--- src/sv/assert_macros.svh ---
// ----------------------------------------------------------------------------
// assert_macros.svh
// Concurrent assertion helpers; empty when NO_ASSERTIONS is set.
// ----------------------------------------------------------------------------
`ifndef ASSERT_MACROS_SVH
`define ASSERT_MACROS_SVH

`ifndef NO_ASSERTIONS
`define KHB_ASSERT(lbl, clk, rstn, prop, msg) \
    lbl: assert property (@(posedge clk) disable iff (!rstn) prop) else $error(msg);
`define KHB_ASSERT_ALWAYS(lbl, clk, prop, msg) \
    lbl: assert property (@(posedge clk) prop) else $error(msg);
`else
`define KHB_ASSERT(lbl, clk, rstn, prop, msg)
`define KHB_ASSERT_ALWAYS(lbl, clk, prop, msg)
`endif

`endif

--- src/sv/khb_pkg.sv ---
// ----------------------------------------------------------------------------
// khb_pkg
// Shared types, constants and the per-byte hash step.
// ----------------------------------------------------------------------------
package khb_pkg;

    localparam int unsigned HASH_W     = 32;
    localparam int unsigned BYTE_W     = 8;
    localparam int unsigned CFG_IDX_W  = 8;

    localparam logic [HASH_W-1:0] HASH_MASK     = 32'h7fff_ffff;
    localparam logic [HASH_W-1:0] SEED_RESET    = 32'h000f_422f;
    localparam logic [HASH_W-1:0] BUCKETS_RESET = 32'd2047;

    localparam logic [CFG_IDX_W-1:0] CFG_HASH_SEED    = 8'd0;
    localparam logic [CFG_IDX_W-1:0] CFG_BUCKET_COUNT = 8'd1;

    typedef struct packed {
        logic [HASH_W-1:0] hash;
        logic [HASH_W-1:0] modulus;
    } khb_entry_t;

    typedef struct packed {
        logic full;
        logic empty;
    } khb_queue_stat_t;

    typedef struct packed {
        logic              busy;
        logic [HASH_W-1:0] divisor;
    } khb_back_stat_t;

    function automatic logic [HASH_W-1:0] mix_byte(
        input logic [HASH_W-1:0] h,
        input logic [BYTE_W-1:0] b
    );
        logic [HASH_W-1:0] t;
        t = h + (h << 5);
        t = t ^ {{(HASH_W-BYTE_W){1'b0}}, b};
        return t & HASH_MASK;
    endfunction

endpackage

--- src/sv/khb_front.sv ---
// ----------------------------------------------------------------------------
// khb_front
// Byte intake: runs the hash one byte per item, emits one entry per key.
// ----------------------------------------------------------------------------
module khb_front (
    input  logic                          aclk,
    input  logic                          aresetn,
    input  logic                          s_valid,
    output logic                          s_ready,
    input  logic [khb_pkg::BYTE_W-1:0]    s_key_byte,
    input  logic                          s_byte_present,
    input  logic                          s_key_end,
    input  logic [khb_pkg::HASH_W-1:0]    hash_seed,
    input  logic [khb_pkg::HASH_W-1:0]    bucket_count,
    input  khb_pkg::khb_queue_stat_t      q_stat,
    output logic                          q_push,
    output khb_pkg::khb_entry_t           q_entry
);
    import khb_pkg::*;

    logic [HASH_W-1:0] hash_reg, hash_next;
    logic              start_reg, start_next;
    logic [HASH_W-1:0] base;
    logic              accept;

    assign s_ready = !q_stat.full;
    assign accept  = s_valid && s_ready;
    assign base    = start_reg ? hash_seed : hash_reg;

    always_comb begin
        hash_next  = hash_reg;
        start_next = start_reg;
        if (accept) begin
            hash_next  = s_byte_present ? mix_byte(base, s_key_byte) : base;
            start_next = s_key_end;
        end
    end

    assign q_push          = accept && s_key_end;
    assign q_entry.hash    = hash_next;
    assign q_entry.modulus = bucket_count;

    always_ff @(posedge aclk) begin
        if (!aresetn) begin
            hash_reg  <= '0;
            start_reg <= 1'b1;
        end else begin
            hash_reg  <= hash_next;
            start_reg <= start_next;
        end
    end

endmodule

--- src/sv/khb_queue.sv ---
// ----------------------------------------------------------------------------
// khb_queue
// Small FIFO of finished key hashes between intake and reduction.
// ----------------------------------------------------------------------------
module khb_queue #(
    parameter int unsigned DEPTH = 2
) (
    input  logic                          aclk,
    input  logic                          aresetn,
    input  logic                          push,
    input  khb_pkg::khb_entry_t           push_entry,
    input  logic                          pop,
    output khb_pkg::khb_entry_t           head,
    output khb_pkg::khb_queue_stat_t      stat,
    output logic [$clog2(DEPTH+1)-1:0]    count
);
    import khb_pkg::*;

    localparam int unsigned PTR_W = (DEPTH > 1) ? $clog2(DEPTH) : 1;
    localparam int unsigned CNT_W = $clog2(DEPTH+1);
    localparam logic [PTR_W-1:0] LAST_PTR = PTR_W'(DEPTH-1);
    localparam logic [CNT_W-1:0] FULL_CNT = CNT_W'(DEPTH);

    khb_entry_t          mem_reg [DEPTH];
    logic [PTR_W-1:0]    wr_ptr_reg, rd_ptr_reg;
    logic [CNT_W-1:0]    cnt_reg;
    logic                do_push, do_pop;

    assign stat.full  = (cnt_reg == FULL_CNT);
    assign stat.empty = (cnt_reg == '0);
    assign count      = cnt_reg;
    assign head       = mem_reg[rd_ptr_reg];
    assign do_push    = push && !stat.full;
    assign do_pop     = pop && !stat.empty;

    always_ff @(posedge aclk) begin
        if (do_push) begin
            mem_reg[wr_ptr_reg] <= push_entry;
        end
    end

    always_ff @(posedge aclk) begin
        if (!aresetn) begin
            wr_ptr_reg <= '0;
            rd_ptr_reg <= '0;
            cnt_reg    <= '0;
        end else begin
            if (do_push) begin
                wr_ptr_reg <= (wr_ptr_reg == LAST_PTR) ? '0 : wr_ptr_reg + 1'b1;
            end
            if (do_pop) begin
                rd_ptr_reg <= (rd_ptr_reg == LAST_PTR) ? '0 : rd_ptr_reg + 1'b1;
            end
            if (do_push && !do_pop) begin
                cnt_reg <= cnt_reg + 1'b1;
            end else if (do_pop && !do_push) begin
                cnt_reg <= cnt_reg - 1'b1;
            end
        end
    end

endmodule

--- src/sv/khb_back.sv ---
// ----------------------------------------------------------------------------
// khb_back
// Bucket reduction: restoring remainder, one quotient bit per cycle.
// ----------------------------------------------------------------------------
module khb_back (
    input  logic                          aclk,
    input  logic                          aresetn,
    input  khb_pkg::khb_entry_t           head,
    input  khb_pkg::khb_queue_stat_t      q_stat,
    output logic                          pop,
    output logic                          m_valid,
    input  logic                          m_ready,
    output logic [khb_pkg::HASH_W-1:0]    m_bucket_index,
    output khb_pkg::khb_back_stat_t       stat
);
    import khb_pkg::*;

    localparam logic [1:0] ST_IDLE = 2'd0;
    localparam logic [1:0] ST_RUN  = 2'd1;
    localparam logic [1:0] ST_DONE = 2'd2;
    localparam int unsigned CNT_W  = $clog2(HASH_W);

    logic [1:0]        state_reg, state_next;
    logic [HASH_W-1:0] div_reg, div_next;
    logic [HASH_W-1:0] dvd_reg, dvd_next;
    logic [HASH_W-1:0] rem_reg, rem_next;
    logic [CNT_W-1:0]  cnt_reg, cnt_next;
    logic [HASH_W:0]   trial, diff;

    assign trial = {rem_reg, dvd_reg[HASH_W-1]};
    assign diff  = trial - {1'b0, div_reg};

    always_comb begin
        state_next = state_reg;
        div_next   = div_reg;
        dvd_next   = dvd_reg;
        rem_next   = rem_reg;
        cnt_next   = cnt_reg;
        pop        = 1'b0;
        unique case (state_reg)
            ST_IDLE: begin
                if (!q_stat.empty) begin
                    pop      = 1'b1;
                    div_next = head.modulus;
                    dvd_next = head.hash;
                    rem_next = '0;
                    cnt_next = CNT_W'(HASH_W-1);
                    state_next = (head.modulus > HASH_W'(1)) ? ST_RUN : ST_DONE;
                end
            end
            ST_RUN: begin
                rem_next = diff[HASH_W] ? trial[HASH_W-1:0] : diff[HASH_W-1:0];
                dvd_next = dvd_reg << 1;
                cnt_next = cnt_reg - 1'b1;
                if (cnt_reg == '0) begin
                    state_next = ST_DONE;
                end
            end
            ST_DONE: begin
                if (m_ready) begin
                    state_next = ST_IDLE;
                end
            end
            default: begin
                state_next = ST_IDLE;
            end
        endcase
    end

    assign m_valid        = (state_reg == ST_DONE);
    assign m_bucket_index = rem_reg;
    assign stat.busy      = (state_reg == ST_RUN);
    assign stat.divisor   = div_reg;

    always_ff @(posedge aclk) begin
        div_reg <= div_next;
        dvd_reg <= dvd_next;
        rem_reg <= rem_next;
        cnt_reg <= cnt_next;
    end

    always_ff @(posedge aclk) begin
        if (!aresetn) begin
            state_reg <= ST_IDLE;
        end else begin
            state_reg <= state_next;
        end
    end

endmodule

--- src/sv/key_hash_bucket_index_core.sv ---
// ----------------------------------------------------------------------------
// key_hash_bucket_index_core
// Byte-key hash with bucket index reduction modulo a programmable count.
// ----------------------------------------------------------------------------
// Input channel s_*: one key byte per item, last byte of the key first.
// s_key_end marks a key's last item; s_byte_present low marks a byteless item.
// Result channel m_*: one bucket index per key, in key order.
// Config channel cfg_*: index 0 is the hash seed, 1 the bucket count; always
// ready, other indexes are dropped. Write only while no key is in flight.
// Throughput: one byte item per cycle while the queue has room. Each key's
// remainder passes through the serial divider as a load step, the bit steps
// and an output step, or only a load and an output step when the bucket
// count is 0 or 1; the divider takes no new key until its result is taken,
// so a stream of short keys is limited by the divider. A key's last item puts
// its hash in the queue; the divider then loads it and, if needed, reduces it.
// Up to QUEUE_DEPTH finished keys wait between the hash stage and the divider.
// Reset: seed and count return to their defaults, the queue empties and the
// next item starts a new key.
// A stalled m_ready holds the result; the queue then fills and s_ready drops.
// ----------------------------------------------------------------------------
`include "assert_macros.svh"

module key_hash_bucket_index_core #(
    parameter int unsigned QUEUE_DEPTH = 2
) (
    input  logic                            aclk,
    input  logic                            aresetn,
    input  logic                            s_valid,
    output logic                            s_ready,
    input  logic [7:0]                      s_key_byte,
    input  logic                            s_byte_present,
    input  logic                            s_key_end,
    output logic                            m_valid,
    input  logic                            m_ready,
    output logic [31:0]                     m_bucket_index,
    input  logic                            cfg_valid,
    output logic                            cfg_ready,
    input  logic [khb_pkg::CFG_IDX_W-1:0]   cfg_index,
    input  logic [31:0]                     cfg_data
);
    import khb_pkg::*;

    logic [HASH_W-1:0]               seed_reg;
    logic [HASH_W-1:0]               buckets_reg;
    logic                            q_push, q_pop;
    khb_entry_t                      q_entry, q_head;
    khb_queue_stat_t                 q_stat;
    logic [$clog2(QUEUE_DEPTH+1)-1:0] q_count;
    khb_back_stat_t                  back_stat;

    assign cfg_ready = 1'b1;

    always_ff @(posedge aclk) begin
        if (!aresetn) begin
            seed_reg    <= SEED_RESET;
            buckets_reg <= BUCKETS_RESET;
        end else if (cfg_valid && cfg_ready) begin
            if (cfg_index == CFG_HASH_SEED) begin
                seed_reg <= cfg_data;
            end else if (cfg_index == CFG_BUCKET_COUNT) begin
                buckets_reg <= cfg_data;
            end
        end
    end

    khb_front u_front (
        .aclk           (aclk),
        .aresetn        (aresetn),
        .s_valid        (s_valid),
        .s_ready        (s_ready),
        .s_key_byte     (s_key_byte),
        .s_byte_present (s_byte_present),
        .s_key_end      (s_key_end),
        .hash_seed      (seed_reg),
        .bucket_count   (buckets_reg),
        .q_stat         (q_stat),
        .q_push         (q_push),
        .q_entry        (q_entry)
    );

    khb_queue #(
        .DEPTH (QUEUE_DEPTH)
    ) u_queue (
        .aclk       (aclk),
        .aresetn    (aresetn),
        .push       (q_push),
        .push_entry (q_entry),
        .pop        (q_pop),
        .head       (q_head),
        .stat       (q_stat),
        .count      (q_count)
    );

    khb_back u_back (
        .aclk           (aclk),
        .aresetn        (aresetn),
        .head           (q_head),
        .q_stat         (q_stat),
        .pop            (q_pop),
        .m_valid        (m_valid),
        .m_ready        (m_ready),
        .m_bucket_index (m_bucket_index),
        .stat           (back_stat)
    );

    `KHB_ASSERT(a_queue_bound, aclk, aresetn, q_count <= ($clog2(QUEUE_DEPTH+1))'(QUEUE_DEPTH), "queue count over depth")
    `KHB_ASSERT(a_no_push_full, aclk, aresetn, q_push |-> !q_stat.full, "push into full queue")
    `KHB_ASSERT(a_busy_no_out, aclk, aresetn, back_stat.busy |-> !m_valid, "result shown while dividing")
    `KHB_ASSERT(a_index_range, aclk, aresetn, m_valid |-> (m_bucket_index < back_stat.divisor || back_stat.divisor <= 32'd1), "bucket index not below count")
    `KHB_ASSERT_ALWAYS(a_reset_idle, aclk, !aresetn |=> !m_valid, "result valid after reset")

endmodule

--- config.mk ---
export PLATFORM = sky130hd
export DESIGN_NAME = key_hash_bucket_index_core
export DESIGN_NICKNAME = d
export VERILOG_FILES = /design/src/sv/khb_pkg.sv /design/src/sv/khb_front.sv /design/src/sv/khb_queue.sv /design/src/sv/khb_back.sv /design/src/sv/key_hash_bucket_index_core.sv
export VERILOG_INCLUDE_DIRS = /design/src /design/src/sv
export SDC_FILE = /design/constraint.sdc
export NUM_CORES = 1
export LEC_CHECK = 0
export ABC_AREA = 1
export BUFFER_PORTS_ARGS = -buffer_cell sky130_fd_sc_hd__buf_2
export CELL_PAD_IN_SITES_DETAIL_PLACEMENT = 1
export CELL_PAD_IN_SITES_GLOBAL_PLACEMENT = 2
export CORE_ASPECT_RATIO = 0.6
export CORE_MARGIN = 8
export CORE_UTILIZATION = 39
export CTS_BUF_LIST = sky130_fd_sc_hd__clkbuf_8
export CTS_CLUSTER_SIZE = 10
export DETAILED_ROUTE_END_ITERATION = 8
export PLACE_DENSITY = 0.9
export SETUP_SLACK_MARGIN = 0.3
export SLEW_MARGIN = 0
export SYNTH_ARGS = -nofsm -noshare
export SYNTH_HDL_FRONTEND = slang
export SYNTH_HIERARCHICAL = 1
export SYNTH_SLANG_ARGS = --single-unit
--- constraint.sdc ---
create_clock -name aclk -period 6.15 [get_ports aclk]
set_input_delay 0.3075 -clock aclk [delete_from_list [all_inputs] [get_ports aclk]]
set_output_delay 0.3075 -clock aclk [all_outputs]
set_load 0.01 [all_outputs]
# Yosys cells after proc, flatten, opt, wreduce, memory -nomap -nowiden
# Memories as Yosys holds them, arrays and structs flattened. A register that Yosys moved wholly into a read port is not among the register bits.
# Cells that the tools add are included.
# word_totals
n_memories	1
in_bits	55
ramBits	128
regBits	204
# mem_list
memory	words	word_bits	read_ports	rd_clocked_by_memory_dff	wr	line_no	text
u_queue.mem_reg	2	64	1	1	1	khb_queue.sv:24	khb_entry_t mem_reg [DEPTH];
# classes
mux	25
reduce_logical	21
addsub	7
n_lt_le_gt_ge	1
n_eq_ne	7
bitwise_logic	3
# op_table
op	n
2-to-1 mux 32 bit	6
case mux 32 bit (2 select lines)	2
subtractor 33 x 32 -> 33 bit	1
> comparator 32 x 1 -> 1 bit, second input constant	1
adder 31 bit	1
bitwise XOR 31 x 8 -> 31 bit	1
2-to-1 mux 2 bit	6
case mux 5 bit (2 select lines)	1
== test 8 x 1 -> 1 bit, second input constant	1
logical NOT 8 bit	1
2-to-1 mux 1 bit	8
logical AND 1 bit	6
case mux 2 bit (3 select lines)	1
AND reduction 2 bit	3
AND reduction 3 bit	2
logical NOT 5 bit	1
2-to-1 mux 5 bit	1
subtractor 5 x 1 -> 5 bit, second input constant	1
== test 2 bit, second input constant	2
logical NOT 1 bit	4
logical NOT 2 bit	2
inequality test 2 x 1 -> 1 bit, second input constant	2
nonzero test 2 bit	2
adder 1 bit, second input constant	2
5 further kinds	6

# Depth between registers and ports, before layout
# Gate-level depths: netlist (run 1).
# depth
ltp_word	9
depth_mapped	20

# Hierarchy
# Netlist (run 1), hierarchy kept.
# by_module_without_submodules
module	seq_area_each_um2	area_each_um2	cells_each	n_inst
khb_back	3072.9	7164.4	1005	1
khb_queue	3943.8	5166.2	237	1
khb_front	660.6	4132.7	737	1
key_hash_bucket_index_core	1281.2	2650.0	369	1

# Least setup slack after synthesis (run 1)
# OpenSTA, ideal clock, no wires.
# synth_timing
path_type	flip-flop to flip-flop
startpoint	register u_queue.cnt_reg[0] (netlist: u_queue/count[0])
endpoint	register u_back.state_reg[1]
slack_ns	1.654
path_stages_with_launch	5
setup_ns	0.085
n_path_buf	0
arrival_time_ns	4.411
required_time_ns	6.065
period_less_slack_ns	4.496
cell_sequence	dfxtp_1 > nor2_1 > a21oi_1 > a21oi_1 > nor3b_1
# synth_lines
element	line_no	text
start: declaration	khb_queue.sv:26	logic [CNT_W-1:0] cnt_reg;
start signal: assignment	khb_queue.sv:55	cnt_reg <= cnt_reg + 1'b1;
start signal: assignment	khb_queue.sv:57	cnt_reg <= cnt_reg - 1'b1;
end signal: assignment	khb_back.sv:86	state_reg <= state_next;
end: declaration	khb_back.sv:23	logic [1:0] state_reg, state_next;

==> results of run 1 <==
per-layer routing:
metal  vias up  part of all wire (%)  routed length [um]
met5         -                 0.042                  25
met4         4                   1.6                 947
met3        73                   6.6                3930
met2       471                    41               24400
met1      7617                    51               30000
li1       7610                     -                   -
metrics by stage:
stage / setup WS, ns / cells / hold WS [ns] / instance area (sq um) / power, W
3_3_place_gp: 2.10 / 2980 / 0.432 / 19800 / 0.00791
6_report: 1.75 / 3087 / 0.0553 / 20900 / 0.0100
5_1_grt: 1.37 / 3087 / 0.0281 / 20900 / 0.0107
2_1_floorplan: 1.65 / 2348 / 0.406 / 19100 / 0.00680
3_5_place_dp: 1.82 / 2980 / 0.440 / 19800 / 0.00813
4_1_cts: 1.80 / 3087 / 0.00502 / 20900 / 0.0100
final cells by class:
cell class	instances	area, sq um
Clock inverter	38	220
Tap cell	640	801
Sequential cell	333	8960
Inverter	332	1250
Multi-Input combinational cell	1573	8200
Fill cell	5854	27200
Timing Repair Buffer	114	666
Clock buffer	57	785
cell families (layout without fill, tap and decap cells):
family	after synthesis	after routing
flops	333	333
simple gates	1239	1239
compound gates	180	180
fa+ha+maj	61	61
xor+xnor	28	28
other cells	1	1
mux	64	64
buf+inv	442	541
placed cells by master (no fill, tap or decap), drive strengths merged, types with 13 or more instances in the layout:
cell type | netlist | final
nand2 | 759 | 759
inv | 331 | 357
edfxtp | 229 | 229
nor2 | 225 | 225
nand3 | 195 | 195
a21oi | 123 | 123
dfxtp | 104 | 104
buf | 81 | 102
mux2 | 64 | 64
ha | 59 | 59
clkbuf | 29 | 57
o21ai | 35 | 35
xor2 | 27 | 27
and2 | 14 | 14
nand4 | 13 | 13
nor3 | 13 | 13
critical path, delay by kind of cell, from the launching register on:
family          cells  cell delay (ns)
buf+inv             4             1.63
flops               1             0.42
compound gates      1             0.11
simple gates        4             1.82
path summary, 6_finish.rpt:
check | from | endpoint | slack, ns
setup / recovery | u_queue/count[0]$_SDFFE_PN0P_ | u_queue/mem_reg[0][23]$_DFFE_PP_ | 1.75
hold / removal | cfg_data[21] | buckets_reg[21]$_SDFFE_PN0P_ | 0.06
setup reg to reg | u_queue/count[0]$_SDFFE_PN0P_ | u_queue/mem_reg[0][23]$_DFFE_PP_ | 1.75
hold reg to reg | buckets_reg[13]$_SDFFE_PN0P_ | u_queue/mem_reg[1][13]$_DFFE_PP_ | 0.46
what timing repair did:
| action | 4_1_cts | 5_1_grt |
|---|---|---|
| hold buffers | 12 | 0 |
| buffers inserted | 0 | 0 |
| endpoints found under the hold margin | 13 | 0 |
report_power, final:
part           leakage (nW)  switching [W]  internal, W
logic                  6.44        0.00325      0.00147
clock network         0.602       0.000914     0.000940
registers              2.93       0.000293      0.00315
==> summary.txt, run 1 <==
STA
  – Final-report hold violation count: 0
  – Setup violators final: 0
  – RSZ-0062 raised after global routing: false
  – Skew final: between 0.02 and 0.03 ns
  – Final period utilization: 71.6%
  – Tmin final: 4.40 ns
  – Fmax: 227 MHz
  – TNS Setup: 0 ns
  – Pins over their slew limit: 0
  – Rel. slew slack: 16.0%
  – Worst-Margin Slew: 1.26 ns

Drt
  – Routed Antenna Nets: 0
  – WL/cell: 19.2 um
  – Detailed-route DRC error count: 0
  – First-pass detailed-route iteration total: 5
  – Via density: roughly 5.1
  – DR vias: between 15,000 and 20,000
  – Detailed-route wire length: 59,300 um
  – Initial DRC count: 1,442

Power
  – Max rail drop VDD: 0.325 mV
  – Pwr dens: 480 mW/mm^2
  – Leak: around 10 nW

Layout
  – Antenna cells: 0
  – Core Util, Final: between 40% and 50%
  – Layout cells sized above 1: between 10 and 15%
  – Layout Nets: 2,521
  – Area grow syn2layout: 9.22%
  – Max reg flops: between 100 and 150

Global routing
  – Largest net degree at the start of global routing: 80
  – GRT busiest layer: met1
  – M2 GR Usage: between 20 and 30%
  – Total GRT Usage: slightly above 20%
  – Met1 usage in global routing: 31.2%
  – Met3 Use GR: under 10%
  – First-pass GRT wire length: 91,600 um
  – Initial antenna violation count: 2
  – Grt ovf: 0
  – Vias in the first global route: 15,931

Floorplanning
  – I/O pins: 90
  – Die Span Y: 187 um
  – # rows: 62
  – Initial Utilization: between 30% and 40%
  – Die W: 302 um
  – Core footprint: 0.0481 sq mm
  – Die area: ~0.057 sq mm

Clock tree
  – Root buffer cell: clkbuf_8
  – Post_cts resized: 0
  – CTS max path bufs: 3
  – Cts bufs inserted: 51
  – Num Clock Sinks: 333
  – Clk_lat worst skew: 0.61 ns
  – Clock input transition at the sequential cells of the worst setup and hold paths: 0.07 ns
  – H-tree levels: 2
  – CTS tree: built

Yosys
  – Mapped Nets: 2,464
  – Top_reg_cell synth: edfxtp_1
  – Number of distinct library cells after synthesis: 49
  – Count leader, synth: nand2_1
  – Mux cell area share after synthesis: 4.95%
  – Synth warn: 6
  – Post-synthesis compound-gate area fraction: 5.19%
  – Area share of and/or/nand/nor cells after synthesis: 27.2%
  – Mapped Area: 0.0191 sq mm
  – Synth top cells by count: nand2_1 (743), inv_1 (326), edfxtp_1 (229)
  – Main area contributors after synthesis: edfxtp_1 (36%), nand2_1 (15%), dfxtp_1 (11%)
  – Synth Area in Adders: 4.07%
  – #FFs+latches synth: 333
  – Post-synth EDFFs: 229
  – Yosys top cell by area: edfxtp_1
  – Post-synth top area share: 36.0%
  – Mapped Cells: 2,348
  – Post-synth ARST share: 0%
  – Avg Inst Size Synth: 8.14 sq um
  – XOR/XNOR share of the synthesized area: between 1 and 1.5%
  – Sequential area share after synthesis: 46.9%
  – Main combinational cell family by area after synthesis: simple AND/OR/NAND/NOR gates

Setup path
  – Crit-path cells: nor2_1, inv_1, nand2_1, inv_2, nand2_1, inv_1, o21ai_2, nor2_4, buf_4
  – Crit path arrival time: 4.63 ns
  – CP required: about 6.4 ns
  – CP max stage cell: nor2_4
  – Kind of end point of the critical path: register
  – Worst setup path class: register to register
  – Crit path launch type: register
  – Crit-path max FO: 36
  – Worst reg2reg path depth: 9
  – CP peak stage delay: 0.89 ns

Place
  – Port buffer count: 88
  – Placer Congestion: roughly 0.9
  – Hpwl dp: 44,500 um

Outcome
  – Run status: completed

Job
  – Max-Cap Viols: 0

Hold path
  – Worst hold path depth: 5
  – Hold Crit Class: input port to register
No activity file was read; power rests on OpenSTA's default activity.
==> inputs of run 2 (changes only) <==
- CORE_UTILIZATION: 39 -> 35
- PLACE_DENSITY: 0.9 -> 0.86
- clock period: 6.15 -> 4 ns (I/O delays scaled with it)
==> run 2 against run 1 <==
  * First-iteration DRC count rose by 6.0%
  * Via count up 1.8%
  * Critical path depth up 7
  * Non-clock buffer count rose by 37
==> summary.txt, run 2 (synthesis results as in run 1) <==
Floorplanning
  – Die W: 318 um (+5.3%)
  – Die Span Y: 197 um (+5.1%)
  – I/O pins: 90 (unchanged)
  – Core footprint: 0.0541 sq mm (+12%)
  – # rows: 66 (+6.5%)
  – Initial Utilization: 35.3% (-4.4 points)
  – Die area: 0.0626 sq mm (+11%)

STA
  – TNS Setup: 0 ns (unchanged)
  – Skew final: 0.0679 ns (+0.0408 ns)
  – Fmax: 300 MHz (+32%)
  – Tmin final: 3.34 ns (-1.06 ns)
  – Final period utilization: 83.5% (+12 points)
  – Worst-Margin Slew: 1.21 ns (-0.0506 ns)
  – Pins over their slew limit: 0 (unchanged)
  – Setup violators final: 0 (unchanged)
  – Final Worst Setup Slack: 0.661 ns (-1.09 ns)
  – RSZ-0062 raised after global routing: false
  – Rel. slew slack: 19.4% (+3.5 points)
  – Final-report hold violation count: 0 (unchanged)

Drt
  – Met1 WL: 32,900 um (+9.7%)
  – Met2 wire len: 24,800 um (+1.4%)
  – Highest metal used: met4
  – Met3 wire len: 5190 um (+32%)
  – Detailed-route DRC error count: 0 (unchanged)
  – Via density: 5.02 (-1.8%)
  – WL/cell: 19.8 um (+3.3%)
  – Routed Antenna Nets: 0 (unchanged)
  – First-pass detailed-route iteration total: 5 (unchanged)
  – Initial DRC count: 1,529 (+6.0%)
  – Detailed-route wire length: 63,500 um (+7.1%)
  – DR vias: 16,066 (+1.8%)

Layout
  – Layout Nets: 2,560 (+1.5%)
  – Fillers: 6,534 (+12%)
  – Most common cell after layout, fill and taps aside: nand2_1
  – Layout cells sized above 1: 12.4% (about the same)
  – Area grow syn2layout: 11.8%
  – Commonest cells after routing, fill and taps aside: nand2_1 (743), inv_1 (349), edfxtp_1 (229)
  – Antenna cells: 0 (unchanged)
  – Final instance area: 0.0214 sq mm (+2.4%)
  – Max reg flops: 128 (unchanged)

Clock tree
  – Root buffer cell: clkbuf_8
  – Num Clock Sinks: 333 (unchanged)
  – Cts bufs inserted: 53 (+3.9%)
  – CTS tree: built
  – Clk_lat worst skew: 0.65 ns (+0.04 ns)
  – H-tree levels: 2 (unchanged)
  – Postcts setup bufs: 0 (unchanged)
  – CTS max path bufs: 3 (unchanged)
  – Clock input transition at the sequential cells of the worst setup and hold paths: 0.06 ns (about the same)

Setup path
  – Worst reg2reg path depth: 16 (+7)
  – CP required: 4.35 ns (-2.03 ns)
  – Kind of end point of the critical path: register
  – Crit-path max FO: 30 (-17%)
  – Crit path launch type: register
  – Crit path arrival time: 3.68 ns (-0.95 ns)
  – Worst setup path class: register to register

Global routing
  – Largest net degree at the start of global routing: 82 (+2.5%)
  – First-pass GRT wire length: 98,100 um (+7.0%)
  – Initial antenna violation count: 1 (-1)
  – Total GRT Usage: 19.9% (-0.56 points)
  – Grt ovf: 0 (unchanged)
  – Vias in the first global route: 16,450 (+3.3%)

Job
  – Max-Cap Viols: 0 (unchanged)

Power
  – Leak: 10.1 nW (+1.5%)
  – Total power: 0.0154 W (+54%)
  – Pwr dens: 721 mW/mm^2 (+50%)
  – Max rail drop VDD: 0.347 mV (+6.6%)

Outcome
  – Run status: completed

Place
  – Hpwl dp: 47,500 um (+6.6%)
  – Post-DP Area: 0.0199 sq mm (+0.87%)
  – Placer Congestion: 0.909 (-1.2%)
  – Port buffer count: 88 (unchanged)
  – Pre-CTS setup slack: 0.777 ns (-1.05 ns)

Hold path
  – Worst hold path depth: 5 (unchanged)
  – Hold Crit Class: input port to register
run 2: cell types whose count changed in the layout (fill, tap and decap cells not counted), moves of 2 or more:
cell,before,now
dlygate4sd3_1,12,45
clkinv_1,3,8
buf_12,0,4
clkinv_2,6,9
bufinv_16,2,0
clkinvlp_4,2,0
inv_6,2,0
run 2: final timing paths:
path | start | to | slack (ns)
worst max register to register | u_front/start_reg$_SDFFE_PN1P_ | u_queue/mem_reg[0][52]$_DFFE_PP_ | 0.66
worst min register to register | buckets_reg[16]$_SDFFE_PN0P_ | u_queue/mem_reg[1][16]$_DFFE_PP_ | 0.46
worst min-delay path | cfg_data[28] | seed_reg[28]$_SDFFE_PN0P_ | 0.06
worst max-delay path | u_front/start_reg$_SDFFE_PN1P_ | u_queue/mem_reg[0][52]$_DFFE_PP_ | 0.66
run 2: final cells by class:
type / instances / area [sq um] / area share (%)
clock inverter: 42 / 201 / 0.942
clock buffer: 58 / 798 / 3.73
sequential: 333 / 8960 / 41.9
timing repair buffer: 151 / 1080 / 5.03
multi-input combinational: 1573 / 8200 / 38.3
tap: 714 / 893 / 4.18
inverter: 332 / 1250 / 5.83
run 2: power breakdown:
part           switching [W]  leakage [nW]  internal (W)  total [W]
Combinational        0.00499          6.59       0.00232    0.00731
Clock                0.00146         0.606       0.00135    0.00281
Sequential          0.000451          2.93       0.00483    0.00528
run 2: timing repair:
item,CTS,global route
hold buffers,45,0
setup endpoints to repair,0,0
gates resized for setup,0,0
hold endpoints to repair,52,0
run 2: worst max-delay path, stage by stage, from the launching register on:
cell	delay, ns
dfxtp_1	0.34
inv_2	0.25
or2_2	0.38
o21ai_2	0.12
inv_1	0.12
ha_1	0.39
nand2_1	0.13
nor2_1	0.21
nand3_1	0.13
nand2_2	0.19
nand2_1	0.13
nor2_2	0.14
nor2_1	0.06
nand2_1	0.06
nand3_1	0.15
nand2_1	0.15
nand2_1	0.09
run 2: routing by layer:
metal  global-route usage (%)  vias to the layer above
li1                         -                     7673
met1                     31.1                     7864
met2                     27.9                      472
met3                     4.52                       57
met4                     2.96                        0
met5                        0                        -
run 2: per-stage QoR:
step	utilization, %	hold slack (ns)	std cells
floorplan	-	0.299	2348
global placement	36.8	0.437	3058
detailed placement	36.8	0.445	3058
CTS	39.5	0.00940	3203
global route	39.5	0.0266	3203
finish	39.5	0.0649	3203
==> inputs of run 3 (changes only) <==
- CORE_UTILIZATION: 35 -> 39
- PLACE_DENSITY: 0.86 -> 0.9
- clock period: 4 -> 3.3 ns (I/O delays scaled with it)
==> run 3 against run 2 <==
  * Total power grew 22%
  * Worst setup slack got worse by 0.23 ns
  * Non-clock buffer count rose by 7
  * Maximum frequency grew 16%
  * Combinational power increased by 22%
==> summary.txt, run 3 (synthesis results as in run 1) <==
Outcome
  – Run status: completed

Floorplanning
  – Die Span Y: 187 um (-4.8%)
  – Initial Utilization: 39.7% (+4.4 points)
  – # rows: 62 (-6.1%)
  – Die W: 302 um (-5.0%)
  – I/O pins: 90 (unchanged)
  – Die area: 0.0566 sq mm (-9.6%)
  – Core footprint: 0.0481 sq mm (-11%)

Place
  – Pre-CTS setup slack: 0.318 ns (-0.459 ns)
  – Port buffer count: 88 (unchanged)
  – Hpwl dp: 44,500 um (-6.2%)
  – Placer Congestion: 0.907 (-0.22%)

Hold path
  – Hold Crit Class: input port to register
  – Worst hold path depth: 4 (-1)

STA
  – Final Worst Setup Slack: 0.428 ns (-0.234 ns)
  – Final-report hold violation count: 0 (unchanged)
  – Fmax: 348 MHz (+16%)
  – RSZ-0062 raised after global routing: true
  – Setup violators final: 0 (unchanged)
  – Tmin final: 2.87 ns (-0.466 ns)
  – Rel. slew slack: 18.3% (-1.1 points)
  – Pins over their slew limit: 0 (unchanged)
  – Worst-Margin Slew: 1.22 ns (+0.0166 ns)
  – Final period utilization: 87.0% (+3.6 points)
  – TNS Setup: 0 ns (unchanged)
  – Skew final: 0.0390 ns (-0.0289 ns)

Layout
  – Fillers: 5,837 (-11%)
  – Most common cell after layout, fill and taps aside: nand2_1
  – Area grow syn2layout: 12.2%
  – Commonest cells after routing, fill and taps aside: nand2_1 (739), inv_1 (341), edfxtp_1 (229)
  – Core Util, Final: 44.6% (+5.1 points)
  – Max reg flops: 128 (unchanged)
  – Antenna cells: 0 (unchanged)
  – Layout Nets: 2,566 (+0.23%)
  – Layout cells sized above 1: 13.7% (+1.3 points)

Power
  – Pwr dens: 877 mW/mm^2 (+22%)
  – Leak: 10.2 nW (+0.49%)
  – Total power: 0.0188 W (+22%)
  – Max rail drop VDD: 0.728 mV (+110%)

Clock tree
  – Root buffer cell: clkbuf_8
  – Cts bufs inserted: 52 (-1.9%)
  – Postcts setup bufs: 0 (unchanged)
  – Clk_lat worst skew: 0.63 ns (-0.02 ns)
  – Clock input transition at the sequential cells of the worst setup and hold paths: 0.07 ns (about the same)
  – H-tree levels: 2 (unchanged)
  – CTS max path bufs: 3 (unchanged)
  – Num Clock Sinks: 333 (unchanged)
  – CTS tree: built

Setup path
  – Worst reg2reg path depth: 17 (+1)
  – Buffers & Inverters on Critical Path: 4 (+2)
  – Kind of end point of the critical path: register
  – Levels on crit path: 17 (+1)
  – Worst setup path class: register to register
  – Crit-path cells: inv_4, or2_2, o21ai_0, inv_1, ha_2, inv_1, fa_1, inv_2, nand3_1, nand3_4, nand2_1, nand2_2, nand2_2, nand4_1, nand3_1, nand2_1, nand2_1
  – CP delay by family, top: simple AND/OR/NAND/NOR gates
  – CP peak stage delay: 0.41 ns (+0.02 ns)
  – Crit-path max FO: 8 (-73%)
  – Crit path arrival time: 3.23 ns (-0.45 ns)
  – Cell mode on critical path: nand2_1
  – CP required: 3.65 ns (-0.70 ns)
  – Crit path launch type: register
  – CP max stage cell: fa_1

Drt
  – Detailed-route wire length: 58,800 um (-7.5%)
  – Initial DRC count: 1,059 (-31%)
  – WL/cell: 18.8 um (-5.4%)
  – Detailed-route DRC error count: 0 (unchanged)
  – First-pass detailed-route iteration total: 5 (unchanged)
  – DR vias: 15,886 (-1.1%)
  – Routed Antenna Nets: 0 (unchanged)
  – Via density: 5.07 (+1.1%)

Global routing
  – First-pass GRT wire length: 92,300 um (-5.8%)
  – Total GRT Usage: 20.4% (+0.46 points)
  – Grt ovf: 0 (unchanged)
  – Vias in the first global route: 16,314 (-0.83%)
  – Largest net degree at the start of global routing: 69 (-16%)
  – Initial antenna violation count: 0 (-1)

Job
  – Max-Cap Viols: 0 (unchanged)
run 3: final cells by class:
class                   count  area, sq um  area share, %
clock buffers              60          826           3.85
clock inverters            38          216           1.01
inverters                 332         1250           5.82
multi-input cells        1573         8270           38.6
flip-flops and latches    333         8970           41.8
well taps                 640          801           3.73
repair buffers            158         1110           5.19
run 3: where the power goes:
part,switching (W),total [W],internal (W)
logic,0.00607,0.00894,0.00287
registers,0.000491,0.00635,0.00586
clock network,0.00176,0.00353,0.00176
run 3: stage by stage:
stage / instance area (sq um) / instances / hold WS (ns)
after global placement: 19900 / 2994 / 0.436
after global routing: 21400 / 3134 / 0.0148
final: 21400 / 3134 / 0.0118
after CTS: 21400 / 3134 / 0.00190
after detailed placement: 19900 / 2994 / 0.442
after floorplan: 19100 / 2348 / 0.264
run 3: worst paths after layout:
kind,slack (ns),start,to
max,0.43,u_front/start_reg$_SDFFE_PN1P_,u_queue/mem_reg[0][61]$_DFFE_PP_
min,0.01,s_key_byte[0],u_front/hash_reg[0]$_SDFF_PN0_
max reg2reg,0.43,u_front/start_reg$_SDFFE_PN1P_,u_queue/mem_reg[0][61]$_DFFE_PP_
min reg2reg,0.45,buckets_reg[10]$_SDFFE_PN1P_,u_queue/mem_reg[0][10]$_DFFE_PP_
run 3: metal layers:
layer	GRT usage, %	vias to the layer above	part of all wire, %
li1	-	7698	-
met1	31.7	7737	52
met2	29.6	400	40
met3	3.62	51	6.7
met4	2.64	0	0.90
met5	0	-	0
run 3: repair_timing:
item                                   in CTS  in global routing
hold buffers                               42                  0
endpoints found under the hold margin      70                  0
pin swaps                                   0                  2
gates cloned                                0                  0
gates resized for setup                     1                 22
setup endpoints to repair                   2                 59
run 3: worst reg2reg max path, cell delays in order (launching register included):
cell,delay (ns)
dfxtp_4,0.37
inv_4,0.11
or2_2,0.12
o21ai_0,0.10
inv_1,0.14
ha_2,0.24
inv_1,0.06
fa_1,0.41
inv_2,0.10
nand3_1,0.11
nand3_4,0.13
nand2_1,0.11
nand2_2,0.15
nand2_2,0.08
nand4_1,0.11
nand3_1,0.09
nand2_1,0.11
nand2_1,0.07
